### config.mk
export PLATFORM = sky130hd
export DESIGN_NAME = bpfa_ram
export DESIGN_NICKNAME = d
export VERILOG_FILES = /design/src/hdl/bpfa_ram.sv
export SDC_FILE = /design/constraint.sdc
export NUM_CORES = 2
export LEC_CHECK = 0
export BUFFER_PORTS_ARGS = -buffer_cell sky130_fd_sc_hd__clkbuf_2
export CAP_MARGIN = 10
export CORE_MARGIN = 2
export CORE_UTILIZATION = 25
export DETAILED_ROUTE_END_ITERATION = 16
export SETUP_SLACK_MARGIN = 0.1
export SKIP_CTS_REPAIR_TIMING = 1
export SYNTH_ARGS = -nofsm -noshare
export SYNTH_HDL_FRONTEND = slang
export SYNTH_SLANG_ARGS = --single-unit
### constraint.sdc
create_clock -name clk_i -period 13.16 [get_ports clk_i]
set_input_delay 0.658 -clock clk_i [delete_from_list [all_inputs] [get_ports clk_i]]
set_output_delay 0.658 -clock clk_i [all_outputs]
set_load 0.02 [all_outputs]
### src/hdl/bpfa_ram.sv
module bpfa_ram #(
  parameter int WIDTH = 64,
  parameter int DEPTH = 64
) (
  input  logic                                          clk_i,
  input  logic                                          wr_en_i,
  input  logic [((DEPTH > 1) ? $clog2(DEPTH) : 1)-1:0] wr_addr_i,
  input  logic [WIDTH-1:0]                              wr_data_i,
  input  logic                                          rd_en_i,
  input  logic [((DEPTH > 1) ? $clog2(DEPTH) : 1)-1:0] rd_addr_i,
  output logic [WIDTH-1:0]                              rd_data_o
);

  logic [WIDTH-1:0] mem_q [DEPTH];
  logic [WIDTH-1:0] rd_data_q;

  always_ff @(posedge clk_i) begin
    if (wr_en_i) begin
      mem_q[wr_addr_i] <= wr_data_i;
    end
    if (rd_en_i) begin
      rd_data_q <= mem_q[rd_addr_i];
    end
  end

  assign rd_data_o = rd_data_q;

endmodule

### Word-level counts from Yosys, hierarchy flattened

Memories as Yosys holds them, arrays and structs flattened. A register that Yosys moved wholly into a read port is not among the register bits.
Index checks and enable logic that the tools add are counted.

| cells by class | value |
|---|---|
| $add $sub $neg | 0 |
| equal/unequal tests | 0 |
| div/mod/pow operators | 0 |
| multiplexer cells | 2 |
| $lt $le $gt $ge | 0 |
| multipliers | 0 |
| shift operators | 0 |
| bitwise gates (word level) | 0 |
| reductions and logical operators | 0 |

Operators by type and width:

| operator | number |
|---|---|
| 1-bit two-way mux | 2 |

| word-level totals | value |
|---|---|
| bits in registers | 0 |
| memory bits (writable) | 4096 |
| output and inout bits | 64 |
| logic and storage cells | 3 |
| input bits | 79 |
| bits in read-only memories | 0 |
| bits in latches | 0 |
| memories kept | 1 |

Memory list:

| memory | words | width | rd ports | clocked after memory_dff | write ports | line | RTL |
|---|---|---|---|---|---|---|---|
| mem_q | 64 | 64 | 1 | 1 | 1 | 14 | `logic [WIDTH-1:0] mem_q [DEPTH];` |

### Logic depth before layout (Yosys ltp)

| depth | value |
|---|---|
| word-level depth | 2 |
| mapped depth | 9 |
| mapped depth without buffers | 5 |

### Worst setup path before layout

No wires, ideal clock.

| timing path | value |
|---|---|
| path kind | input-to-reg |
| start | input wr_addr_i[3] (netlist bit) |
| end | memory mem_q[48][0], enable pin |
| data required time | 12596 ps |
| path buffers | 1 |
| arrival time | 5530 ps |
| library setup time | 564 ps |
| setup slack | 7066 ps |
| stages on the path | 4 |
| cell sequence | clkbuf_1 nor2b_1 nand4b_1 nor3_1 |

RTL lines:

| item | line | RTL |
|---|---|---|
| start, declared | 7 | `input logic [((DEPTH > 1) ? $clog2(DEPTH) : 1)-1:0] wr_addr_i,` |
| end, declared | 14 |  |

Straight into the memory's write port.

==> results.toml <==
[pwr]
comb_power_share = 0.046
swShare = 0.2123
power_density_nw_per_um2 = 151.0
seq_power_share = 0.537
p_leak_uw = 0.05480
internal_power_uw = 21640
switching_power_uw = 5833
vdd_drop_max_mv = 0.1283
power_frac_clock = 0.417
power_uw = 27470

[synthesis]
ys_types = 32
synth_nets = 6677
synth_top_family_by_area = "multiplexers"
synth_ff_type = "edfxtp_1"
muxShareOfSynthArea = 0.1555
async_reset_ff_frac = 0
ys_ff_latch = 4160
synth_compound_area_frac = 0.02467
seq_area_frac_synth = 0.7957
yosys_warnings = 0
synth-edff-count = 4160
synth-xor-area-share = 0
synth_area_sq_um = 157000
synth_simple_gate_area_share = 0.01235
syn_avg_cell_area_sq_um = 23.79
synth_fa_ha_area_frac = 0
synthCells = 6598

[worst_setup_path]
worstSetupStartpointType = "primary input"
crit_type = "primary input to flop"
worstPathMaxFanout = 89
required_ns = 13.87
end_kind = "flop"
cp_data_arrival_time_ns = 4.97
r2r_slack_ns = 10.83

[finish]
layout_commonest_cell = "edfxtp_1"
design_area_sq_um = 181900
fin_cells = 15681
final_cell_mix = "4160 x edfxtp_1, 1024 x mux4_2, 404 x clkbuf_16"
drive_gt1_frac = 0.2802
fin_nets = 7077
area_growth_pct = 15.85

[placed_design]
numPortBuffers = 142
placed_area_sq_um = 168700
place_inst = 14939
hpwlAfterDp_microns = 242200
gp_congestion = 0.7556

[timing]
slew_headroom = 0.1454
clock_skew_ns = 0.07600
fin_setup_tns_ns = 0
rsz0062_at_grt = "no"
hold_ws_ns = 0.07850
fin_crit_sh = 0.3241
slew_viol_final = 0
hold_viol_final = 0
finalSetupViolCount = 0
min_period_ns = 4.265
worstMarginPinSlew_ns = 1.282
max_freq_mhz = 234.5

[floorplanning]
core_area_sq_um = 627000
dieArea_sq_um = 634300
io_pins = 143
core.rowCount = 291
start_util = 0.2504
die_w_microns = 796.4
die_y_microns = 796.4

[routing]
drc_errors = 0
initialDrtViolationCount = 10356
drt_pass1_iterations = 6
post_drt_wl_per_cell_microns = 28.35
antenna_left = 0
vias = 75268
routed_wl_microns = 444600
via_per_inst = 4.800

[global_route]
grt_pass1_wl_microns = 611300
grt_pass1_vias = 75486
antenna_found_initial = 51
overflow = 0
grt_use_total = 0.1350
grt_max_degree = 132

[outcome]
outcome = "finished, final reports clean"

[clock_tree]
clk_latency_ns = 1.00
cts_buffers = 397
path_clk_slew_ns = 0.07
clock_path_buffers = 4
cts-root-buf = "clkbuf_16"
clock-sinks = 4160
htreeDepth = 5
cts_tree = "built"

[worst_hold_path]
hold_class = "primary input to flop"

[flow_run]
max-cap-violations = 0
==> stage by stage <==
| stage | utilization | worst slack [ns] |
|---|---|---|
| floorplan | - | 7.066 |
| global placement | 0.2690 | 7.736 |
| detailed placement | 0.2690 | 7.715 |
| CTS | 0.2897 | 8.781 |
| global route | 0.2900 | 8.437 |
| finish | 0.2901 | 8.895 |
==> layout make-up <==
type | count | area [sq um]
antenna | 15 | 37.54
clock buffer | 477 | 10380
clock inverter | 240 | 2570
fill | 60173 | 445100
inverter | 19 | 71.32
multi-input combinational | 2049 | 30780
sequential | 4160 | 124900
tap | 8350 | 10450
timing repair buffer | 371 | 2666
==> synth_stat cells (all sizes together) (38+ instances only) <==
| master | number | area [sq um] |
|---|---|---|
| a22o | 88 | 770.7 |
| edfxtp | 4160 | 124900 |
| and3 | 64 | 400.4 |
| mux4 | 1024 | 23060 |
| nand2 | 58 | 217.7 |
| mux2i | 135 | 1351 |
| o221ai | 38 | 332.8 |
| nand3 | 45 | 225.2 |
| o22ai | 83 | 519.3 |
| a211oi | 63 | 473.0 |
| nor2 | 112 | 420.4 |
| clkbuf | 140 | 525.5 |
| a22oi | 168 | 1261 |
| buf | 230 | 1249 |
==> worst paths after layout <==
path | start | to | cells past startpoint
worst max register to register | mem_q[47][31] | rd_data_o[31] | 5
worst min register to register | mem_q[36][18] | rd_data_o[18] | 4
worst max-delay path | rd_addr_i[0] | rd_data_o[49] | 8
worst min-delay path | wr_data_i[19] | mem_q[27][19] | 1
==> kinds of logic after synthesis <==
| logic type | Yosys count |
|---|---|
| and+or+nand+nor | 386 |
| muxes | 1159 |
| AOI/OAI and AO/OA | 504 |
| buffers and inverters | 389 |
| DFF | 4160 |
==> power by group through the flow <==
stage | Clock [uW] | Sequential, uW | Combinational, uW
global route | 12100 | 14800 | 1330
finish | 11500 | 14800 | 1250
detailed placement | 0 | 15000 | 1260
floorplan | 0 | 15000 | 684
global placement | 0 | 15000 | 1240
CTS | 11600 | 14800 | 1270
==> flip-flops by register name (all words and copies together), names as in the netlist <==
signal	flops
rd_data_o	64
mem_q	4096
==> worst max-delay path: stages <==
cell,delay [ns]
buf_12,0.46
buf_4,0.74
buf_4,0.82
buf_4,0.82
mux4_2,0.60
a22o_1,0.25
nor2_1,0.21
a211oi_1,0.11
==> layer usage <==
layer | GRT usage | routed length, microns
met1 | 0.1810 | 176600
met2 | 0.2251 | 216900
met3 | 0.02535 | 39110
met4 | 0.03643 | 11890
met5 | 0 | 109
Power figures use the tool's default switching activity.
