[src/hdl/bpfa_pkg.sv]
package bpfa_pkg;

  // Fixed port widths
  localparam int ADDR_W = 48;
  localparam int CNT_W  = 13;

  // Bitmap storage: one word per memory row, scanned a chunk at a time
  localparam int LOG_WORD   = 6;
  localparam int WORD_BITS  = 1 << LOG_WORD;
  localparam int LOG_CHUNK  = 3;
  localparam int CHUNK_BITS = 1 << LOG_CHUNK;
  localparam int CHUNK_IW   = LOG_WORD - LOG_CHUNK;
  localparam int CHUNKS     = 1 << CHUNK_IW;

  // Request kinds
  localparam logic [1:0] REQ_ALLOC   = 2'd0;
  localparam logic [1:0] REQ_FREE    = 2'd1;
  localparam logic [1:0] REQ_RELEASE = 2'd2;

  // Result status
  localparam logic [1:0] STAT_DONE = 2'd0;
  localparam logic [1:0] STAT_FAIL = 2'd1;
  localparam logic [1:0] STAT_IGN  = 2'd2;

  // Configuration register indexes
  localparam logic CFG_BASE  = 1'b0;
  localparam logic CFG_PAGES = 1'b1;

  typedef enum logic [4:0] {
    ST_CLEAR,
    ST_IDLE,
    ST_LIMIT,
    ST_AL_CHK,
    ST_AL_RD,
    ST_AL_SCAN,
    ST_AL_FOUND,
    ST_AL_MUL,
    ST_AL_ADD,
    ST_RW_INIT,
    ST_RW_RD,
    ST_RW_WR,
    ST_FR_OFF,
    ST_FR_CHK,
    ST_FR_DIV,
    ST_RL_END,
    ST_RL_OFF,
    ST_RL_CLAMP,
    ST_RL_EMPTY,
    ST_RL_DIV1,
    ST_RL_LEN,
    ST_RL_DIV2,
    ST_FINISH
  } state_e;

  typedef struct packed {
    logic busy;
    logic done;
  } div_sts_t;

endpackage

[src/hdl/bpfa_div.sv]
// Page number from a byte offset: a shift by the page size, which is a power of two.
// The quotient is registered and flagged done on the cycle after start.
module bpfa_div #(
  parameter int DW      = 26,
  parameter int QW      = 13,
  parameter int DIVISOR = 4096
) (
  input  logic               clk_i,
  input  logic               rst_ni,
  input  logic               start_i,
  input  logic [DW-1:0]      dividend_i,
  output logic [QW-1:0]      quot_o,
  output bpfa_pkg::div_sts_t sts_o
);

  localparam int SH = $clog2(DIVISOR);

  logic          done_q, done_d;
  logic [QW-1:0] quot_q, quot_d;

  always_comb begin
    done_d = start_i;
    quot_d = quot_q;
    if (start_i) begin
      quot_d = QW'(dividend_i >> SH);
    end
  end

  always_ff @(posedge clk_i or negedge rst_ni) begin
    if (!rst_ni) begin
      done_q <= 1'b0;
    end else begin
      done_q <= done_d;
    end
  end

  always_ff @(posedge clk_i) begin
    quot_q <= quot_d;
  end

  assign quot_o     = quot_q;
  assign sts_o.busy = 1'b0;
  assign sts_o.done = done_q;

endmodule

[config.mk]
export PLATFORM = sky130hd
export DESIGN_NAME = bpfa_div
export DESIGN_NICKNAME = d
export VERILOG_FILES = /design/src/hdl/bpfa_pkg.sv /design/src/hdl/bpfa_div.sv
export SDC_FILE = /design/constraint.sdc
export NUM_CORES = 1
export LEC_CHECK = 0
export BUFFER_PORTS_ARGS = -buffer_cell sky130_fd_sc_hd__buf_4
export CAP_MARGIN = 20
export CORE_AREA = 5 5 43 45
export DETAILED_ROUTE_END_ITERATION = 10
export DIE_AREA = 0 0 48 50
export PLACE_DENSITY_LB_ADDON = 0.15
export SLEW_MARGIN = 20
export SYNTH_ARGS = -nofsm -noshare
export SYNTH_HDL_FRONTEND = slang
export SYNTH_SLANG_ARGS = --single-unit
[constraint.sdc]
create_clock -name clk_i -period 0.8 [get_ports clk_i]
set_input_delay 0.08 -clock clk_i [delete_from_list [all_inputs] [get_ports clk_i]]
set_output_delay 0.08 -clock clk_i [all_outputs]
set_load 0.01 [all_outputs]
# Word level (Yosys, flattened, before mapping)
# Cells that the tools add are included.
dict set report word_totals {
  latchBits 0
  out_inout_bits 15
  elab_cells 2
  memories 0
  romBits 0
  input_bits 29
  register_bits 14
  ramBits 0
}
dict set report op_classes {
  multipliers 0
  n_div 0
  addsub 0
  reduce_logical 0
  muxes 0
  shifts 0
  bitwise_logic 0
  magnitude_cmp 0
  n_eq_ne 0
}

# Logic depth before layout (Yosys ltp)
# Gate-level depths: netlist of run 1.
dict set report depth {
  depth_word 0
  ltp_mapped 1
  ltp_nobuf 0
}

# Worst setup path before layout of run 1
# No wires, ideal clock.
dict set report synth_path {
  path_type {flip-flop to output port}
  startpoint {reg done_q}
  endpoint {out sts_o[0] in the netlist's numbering}
  t_required_ns 0.720
  slack_ns 0.253
  stages_incl_launch_ff 2
  arrival_time_ns 0.467
  path_buffers 1
  path_cell_list {dfrtp_1 buf_4}
}
# item line_no
set synth_lines {}
lappend synth_lines {{start, declared} bpfa_div.sv:18} ;# logic done_q, done_d;
lappend synth_lines {{start signal, assigned} bpfa_div.sv:33} ;# done_q <= done_d;
lappend synth_lines {{end, declared} bpfa_div.sv:13} ;# output bpfa_pkg::div_sts_t sts_o
# No word-level cell between the ends.

# Worst setup path after layout of run 1
dict set report layout_path {
  startpoint {reg quot_q[8] (netlist: quot_o[8])}
  endpoint {out quot_o[8]}
}
# item line_no
set layout_lines {}
lappend layout_lines {{start, declared} bpfa_div.sv:19} ;# logic [QW-1:0] quot_q, quot_d;
lappend layout_lines {{start signal, assigned} bpfa_div.sv:38} ;# quot_q <= quot_d;
lappend layout_lines {{end, declared} bpfa_div.sv:12} ;# output logic [QW-1:0] quot_o,
# No word-level cell between the ends.

==> key figures, run 1 <==
Cells and area
  – Layout Nets: 92
  – ANT cells: 0
  – Layout cells sized above 1: 0.5161
  – Commonest non-fill, non-tap cells in the layout: buf_4 (17), dlygate4sd3_1 (14), edfxtp_1 (13)
  – Area growth syn-to-layout: 100.0%
  – Most common cell after layout, fill and taps aside: buf_4

Run status
  – Status: complete, but fails checks
  – Violated checks: negative setup slack

Global routing
  – Vias in the first global route: 359
  – Initial antenna violation count: 0
  – Global-route wire length before repair: 1476 um
  – Total track usage: 0.09199
  – GR Overflow Total: 0
  – Largest net degree at the start of global routing: 15

Drt
  – Vias: 302
  – Final ANT Viol Nets: 0
  – DR pass1 iterations: 2
  – Wire length per cell: 12.06 um
  – DRT iter0 DRCs: 1
  – Wirelength, routed: 941 um
  – Avg Vias per Cell: 3.872
  – Remaining DRCs: 0

Power and ir drop
  – Leakage: 0.0003699 uW
  – Seq pwr share: 0.577
  – Switch share: 0.1942
  – Switching pwr: 297.6 uW
  – Worst vdd ir: 918.9 uV
  – Internal power: 1235 uW
  – Pwr Density: 1765 nW/um2
  – Combinational share of power: 0.171
  – Clock share of power: 0.252

Yosys
  – Post-synthesis cell type count: 4
  – Syn_area_per_cell: 25.54 um2
  – Post-synthesis cell area: 434.2 um2
  – Yosys Warn Count: 0
  – Sequential share of the synthesized area: 0.9568
  – Yosys reg bits: 14
  – Post-synth net total: 46
  – Post-Syn Instances: 17

Worst setup path
  – CP Capture Type: primary output
  – Slowest cell delay on critical path: 400 ps
  – CP arrival: 790 ps
  – CP Depth: 1
  – Crit Path Class: reg2out
  – Req. time, crit path: 720 ps
  – Crit-path cells: buf_6
  – Delay-heaviest family, CP: flip-flops
  – Kind of start point of the critical path: flip-flop
  – Crit path to: quot_o[8]
  – CP Max Fanout: 1
  – Buffers & Inverters on Critical Path: 1
  – Crit-path slowest cell: edfxtp_1
  – CP startpoint: quot_o[8]

Worst hold path
  – Worst hold path class: in2reg

Timing
  – Final number of setup-violating endpoints: 14
  – WHS: 47.98 ps
  – Tmin final: 873.4 ps
  – Slew Viols, Final: 0
  – Setup TNS: -825.1 ps
  – Final WS setup: -73.39 ps
  – Final Cycle Share: 1.092
  – Final Hold Vio Count: 0
  – Max frequency: 1145 MHz
  – RSZ-0062 raised after global routing: true

Die
  – Rows: 14
  – Core area: 1436 um2
  – Starting density of the core: 0.3023
  – Die Ht: 50 um
  – I/O Pins: 44
  – Chip width: 48 um
  – Die ar.: 2400 um2

Clocking
  – CTS tree: yes
  – Total CTS buffers: 3
  – Clock sink count: 14
  – Setup bufs post-CTS: 0
  – Reg clk slew, reported paths: 70 ps
  – H-tree depth: 1
  – Root Buffer: clkbuf_4
  – Worst-case clock buffer depth: 2

Place
  – GPL Wtd Cong: 0.6059
  – IO buf count: 29

Job
  – Max Cap Viol: 0
==> power groups by stage <==
stage                     registers, uW  clock network (uW)  logic (uW)
after global placement              891                   0         180
after CTS                           881                 418         253
after floorplan                     923                   0        10.8
after global routing                891                 451         280
after detailed placement            894                   0         185
final                               885                 386         262
==> synth_stat cells (all sizes together) <==
cell type | instances | area (um2)
buf | 2 | 15.01
conb | 1 | 3.750
dfrtp | 1 | 25.02
edfxtp | 13 | 390.4
==> through the flow <==
stage / utilization / std cells / instance area (um2) / worst slack [ps] / total power [uW]
6_report: 0.6045 / 78 / 868.3 / -73.39 / 1533
5_1_grt: 0.6045 / 78 / 868.3 / -129.9 / 1622
4_1_cts: 0.5889 / 78 / 845.8 / -102.0 / 1552
3_5_place_dp: 0.4573 / 60 / 656.9 / 209.2 / 1078
3_3_place_gp: 0.4573 / 60 / 656.9 / 221.9 / 1072
2_1_floorplan: - / 17 / 434.2 / 253.2 / 933.5
==> state kept, by name, indices dropped and copies added (netlist names) <==
signal / count
quot_o: 13
done_q: 1
==> worst min path at each step <==
stage / start / endpoint / depth (start not counted)
finish: start_i / done_q / 1
CTS: start_i / done_q / 1
global route: start_i / done_q / 1
global placement: rst_ni / done_q / 1
floorplan: rst_ni / done_q / 0
detailed placement: rst_ni / done_q / 1
==> logic make-up after synthesis <==
group | after synthesis | synth area share
other | 1 | 0.008637
buffers and inverters | 2 | 0.03457
DFF | 14 | 0.9568
==> routing by layer <==
| metal | wire length [um] | GRT usage | share of wire |
|---|---|---|---|
| met2 | 587 | 0.1630 | 0.62 |
| met4 | 0 | 0.05381 | 0 |
| met3 | 83 | 0.03273 | 0.088 |
| met5 | 0 | 0 | 0 |
| met1 | 270 | 0.08238 | 0.29 |
==> repair_timing <==
action	CTS	global route
hold buffers	14	0
cloned	0	0
endpoints found under the setup margin	14	14
pin swaps	0	0
gates resized for setup	6	6
hold endpoints to repair	14	0
==> area by class of cell <==
class / instances / area (um2)
clock buffers: 4 / 26.28
flip-flops and latches: 14 / 415.4
repair buffers: 43 / 402.9
fillers: 113 / 568.0
well taps: 16 / 20.02
multi-input cells: 1 / 3.754
No activity file was read; power rests on OpenSTA's default activity.
==> inputs of run 2 (changes only) <==
--- a/config.mk
+++ b/config.mk
@@ -7,9 +7,9 @@
 export LEC_CHECK = 0
 export BUFFER_PORTS_ARGS = -buffer_cell sky130_fd_sc_hd__buf_4
 export CAP_MARGIN = 20
-export CORE_AREA = 5 5 43 45
+export CORE_AREA = 5 5 42 44
 export DETAILED_ROUTE_END_ITERATION = 10
-export DIE_AREA = 0 0 48 50
+export DIE_AREA = 0 0 47 49
 export PLACE_DENSITY_LB_ADDON = 0.15
 export SLEW_MARGIN = 20
 export SYNTH_ARGS = -nofsm -noshare
==> constraint.sdc (replaced) <==
create_clock -name clk_i -period 1.1 [get_ports clk_i]
set_input_delay 0.11 -clock clk_i [delete_from_list [all_inputs] [get_ports clk_i]]
set_output_delay 0.11 -clock clk_i [all_outputs]
set_load 0.01 [all_outputs]
==> run 2 against run 1 <==
Net effect:
- critical path type unchanged
- final cell count down 6.4%
- global-route usage down 2.5 points
- non-clock buffer count down 5
- the flow now finishes without violations
- hold slack worse by 34 ps
- utilization down 4.6 points
- sequential cell count unchanged
- combinational power down 40%
- via count down 2.3%
==> key figures, run 2 (synthesized netlist as in run 1, its figures left out) <==
Run status
  – Status: finished, final reports clean (was complete, but fails checks)

Drt
  – Wirelength, routed: 845 um (was 941 um)
  – Vias: 295 (was 302)
  – Final ANT Viol Nets: 0 (unchanged)
  – Avg Vias per Cell: 4.041 (was 3.872)
  – DR pass1 iterations: 3 (was 2)
  – Wire length per cell: 11.58 um (was 12.06 um)
  – Remaining DRCs: 0 (unchanged)
  – DRT iter0 DRCs: 1 (unchanged)

Worst setup path
  – Delay-heaviest family, CP: flip-flops (unchanged)
  – Slowest cell delay on critical path: 380 ps (was 400 ps)
  – CP Capture Type: primary output (unchanged)
  – Req. time, crit path: 990 ps (was 720 ps)
  – Crit Path Class: reg2out (unchanged)
  – Crit-path cells: buf_4 (was buf_6)
  – Buffers & Inverters on Critical Path: 1 (unchanged)
  – CP arrival: 800 ps (was 790 ps)
  – Crit-path slowest cell: edfxtp_1 (unchanged)
  – Kind of start point of the critical path: flip-flop (unchanged)
  – CP Max Fanout: 1 (unchanged)

Cells and area
  – Layout cells sized above 1: 0.5789 (was 0.5161)
  – Area growth syn-to-layout: 80.40% (was 100.0%)
  – Layout Nets: 87 (was 92)
  – ANT cells: 0 (unchanged)
  – Commonest non-fill, non-tap cells in the layout: buf_4 (29), edfxtp_1 (13), dlygate4sd3_1 (9) (was buf_4 (17), dlygate4sd3_1 (14), edfxtp_1 (13))
  – Max FFs per register: 13 (unchanged)
  – Finished Core Util: 0.5589 (was 0.6045)
  – Most common cell after layout, fill and taps aside: buf_4 (unchanged)
  – FILL cells: 131 (was 113)

Global routing
  – Vias in the first global route: 282 (was 359)
  – Total track usage: 0.06681 (was 0.09199)
  – Largest net degree at the start of global routing: 15 (unchanged)
  – GR Overflow Total: 0 (unchanged)
  – Global-route wire length before repair: 1062 um (was 1476 um)
  – Initial antenna violation count: 0 (unchanged)

Clocking
  – Total CTS buffers: 3 (unchanged)
  – H-tree depth: 1 (unchanged)
  – Worst-case clock buffer depth: 2 (unchanged)
  – Setup bufs post-CTS: 0 (unchanged)
  – Clock sink count: 14 (unchanged)
  – Reg clk slew, reported paths: 80 ps (was 70 ps)
  – Root Buffer: clkbuf_4 (unchanged)
  – CTS tree: yes (unchanged)

Place
  – IO buf count: 29 (unchanged)
  – GPL Wtd Cong: 0.5652 (was 0.6059)
  – Worst Setup Slack post-DPL: 485.3 ps (was 209.2 ps)

Die
  – I/O Pins: 44 (unchanged)
  – Die ar.: 2303 um2 (was 2400 um2)
  – Rows: 14 (unchanged)
  – Core area: 1401 um2 (was 1436 um2)
  – Die Ht: 49 um (was 50 um)
  – Chip width: 47 um (was 48 um)
  – Starting density of the core: 0.3098 (was 0.3023)

Timing
  – Final Cycle Share: 0.8238
  – Setup TNS: 0 ps (was -825.1 ps)
  – RSZ-0062 raised after global routing: false (was true)
  – Final WS setup: 193.8 ps (was -73.39 ps)
  – Tmin final: 906.2 ps
  – Final Hold Vio Count: 0 (unchanged)
  – Slew Viols, Final: 0 (unchanged)
  – Max frequency: 1104 MHz
  – WHS: 14.14 ps (was 47.98 ps)
  – Final number of setup-violating endpoints: 0 (was 14)

Worst hold path
  – Worst hold path class: in2reg (unchanged)

Job
  – Max Cap Viol: 0 (unchanged)

Power and ir drop
  – Pwr Density: 1458 nW/um2 (was 1765 nW/um2)
  – Combinational share of power: 0.137 (was 0.171)
  – Internal power: 926.9 uW (was 1235 uW)
  – Switch share: 0.1884 (was 0.1942)
  – Worst vdd ir: 962.9 uV (was 918.9 uV)
  – Switching pwr: 215.2 uW (was 297.6 uW)
  – Leakage: 0.0003400 uW (was 0.0003699 uW)
  – Overall power: 1142 uW (was 1533 uW)
  – Clock share of power: 0.305 (was 0.252)
  – Seq pwr share: 0.558 (was 0.577)
==> run 2: per-stage QoR <==
stage                     area, um2  cells
final                         783.3     73
after global routing          783.3     73
after CTS                     703.2     65
after detailed placement      656.9     60
after global placement        656.9     60
after floorplan               434.2     17
==> run 2: path summary, 6_finish.rpt <==
check,startpoint,endpoint,slack (ps),cells after the start
min in group asynchronous,rst_ni,done_q,150,2
worst min-delay path,dividend_i[14],quot_o[2],10,1
max in group asynchronous,rst_ni,done_q,870,2
worst max-delay path,quot_o[0],quot_o[0],190,1
==> run 2: final cells by class <==
type                            instances  area, um2  share of cell area
Timing Repair Buffer                   38      307.8              0.3930
Sequential cell                        14      415.4              0.5304
Clock buffer                            4      36.28             0.04633
Multi-Input combinational cell          1      3.754            0.004792
Tap cell                               16      20.02             0.02556
==> run 2: layer usage <==
layer  GRT usage  up-vias  wire length [um]
met5           0        -                 0
met4     0.02765        0                 0
met3     0.03321        0                98
met2      0.1357       15               533
met1     0.04215      138               214
li1            -      142                 -
==> run 2: power groups by stage <==
stage               combinational, uW  clock, uW  sequential (uW)
global placement                  131          0              647
detailed placement                133          0              650
finish                            157        348              637
global route                      167        394              640
CTS                               136        360              638
floorplan                        7.82          0              671
==> run 2: repair_timing <==
item	CTS	global route
hold buffers	1	8
hold endpoints to repair	1	8
gates resized for setup	0	0
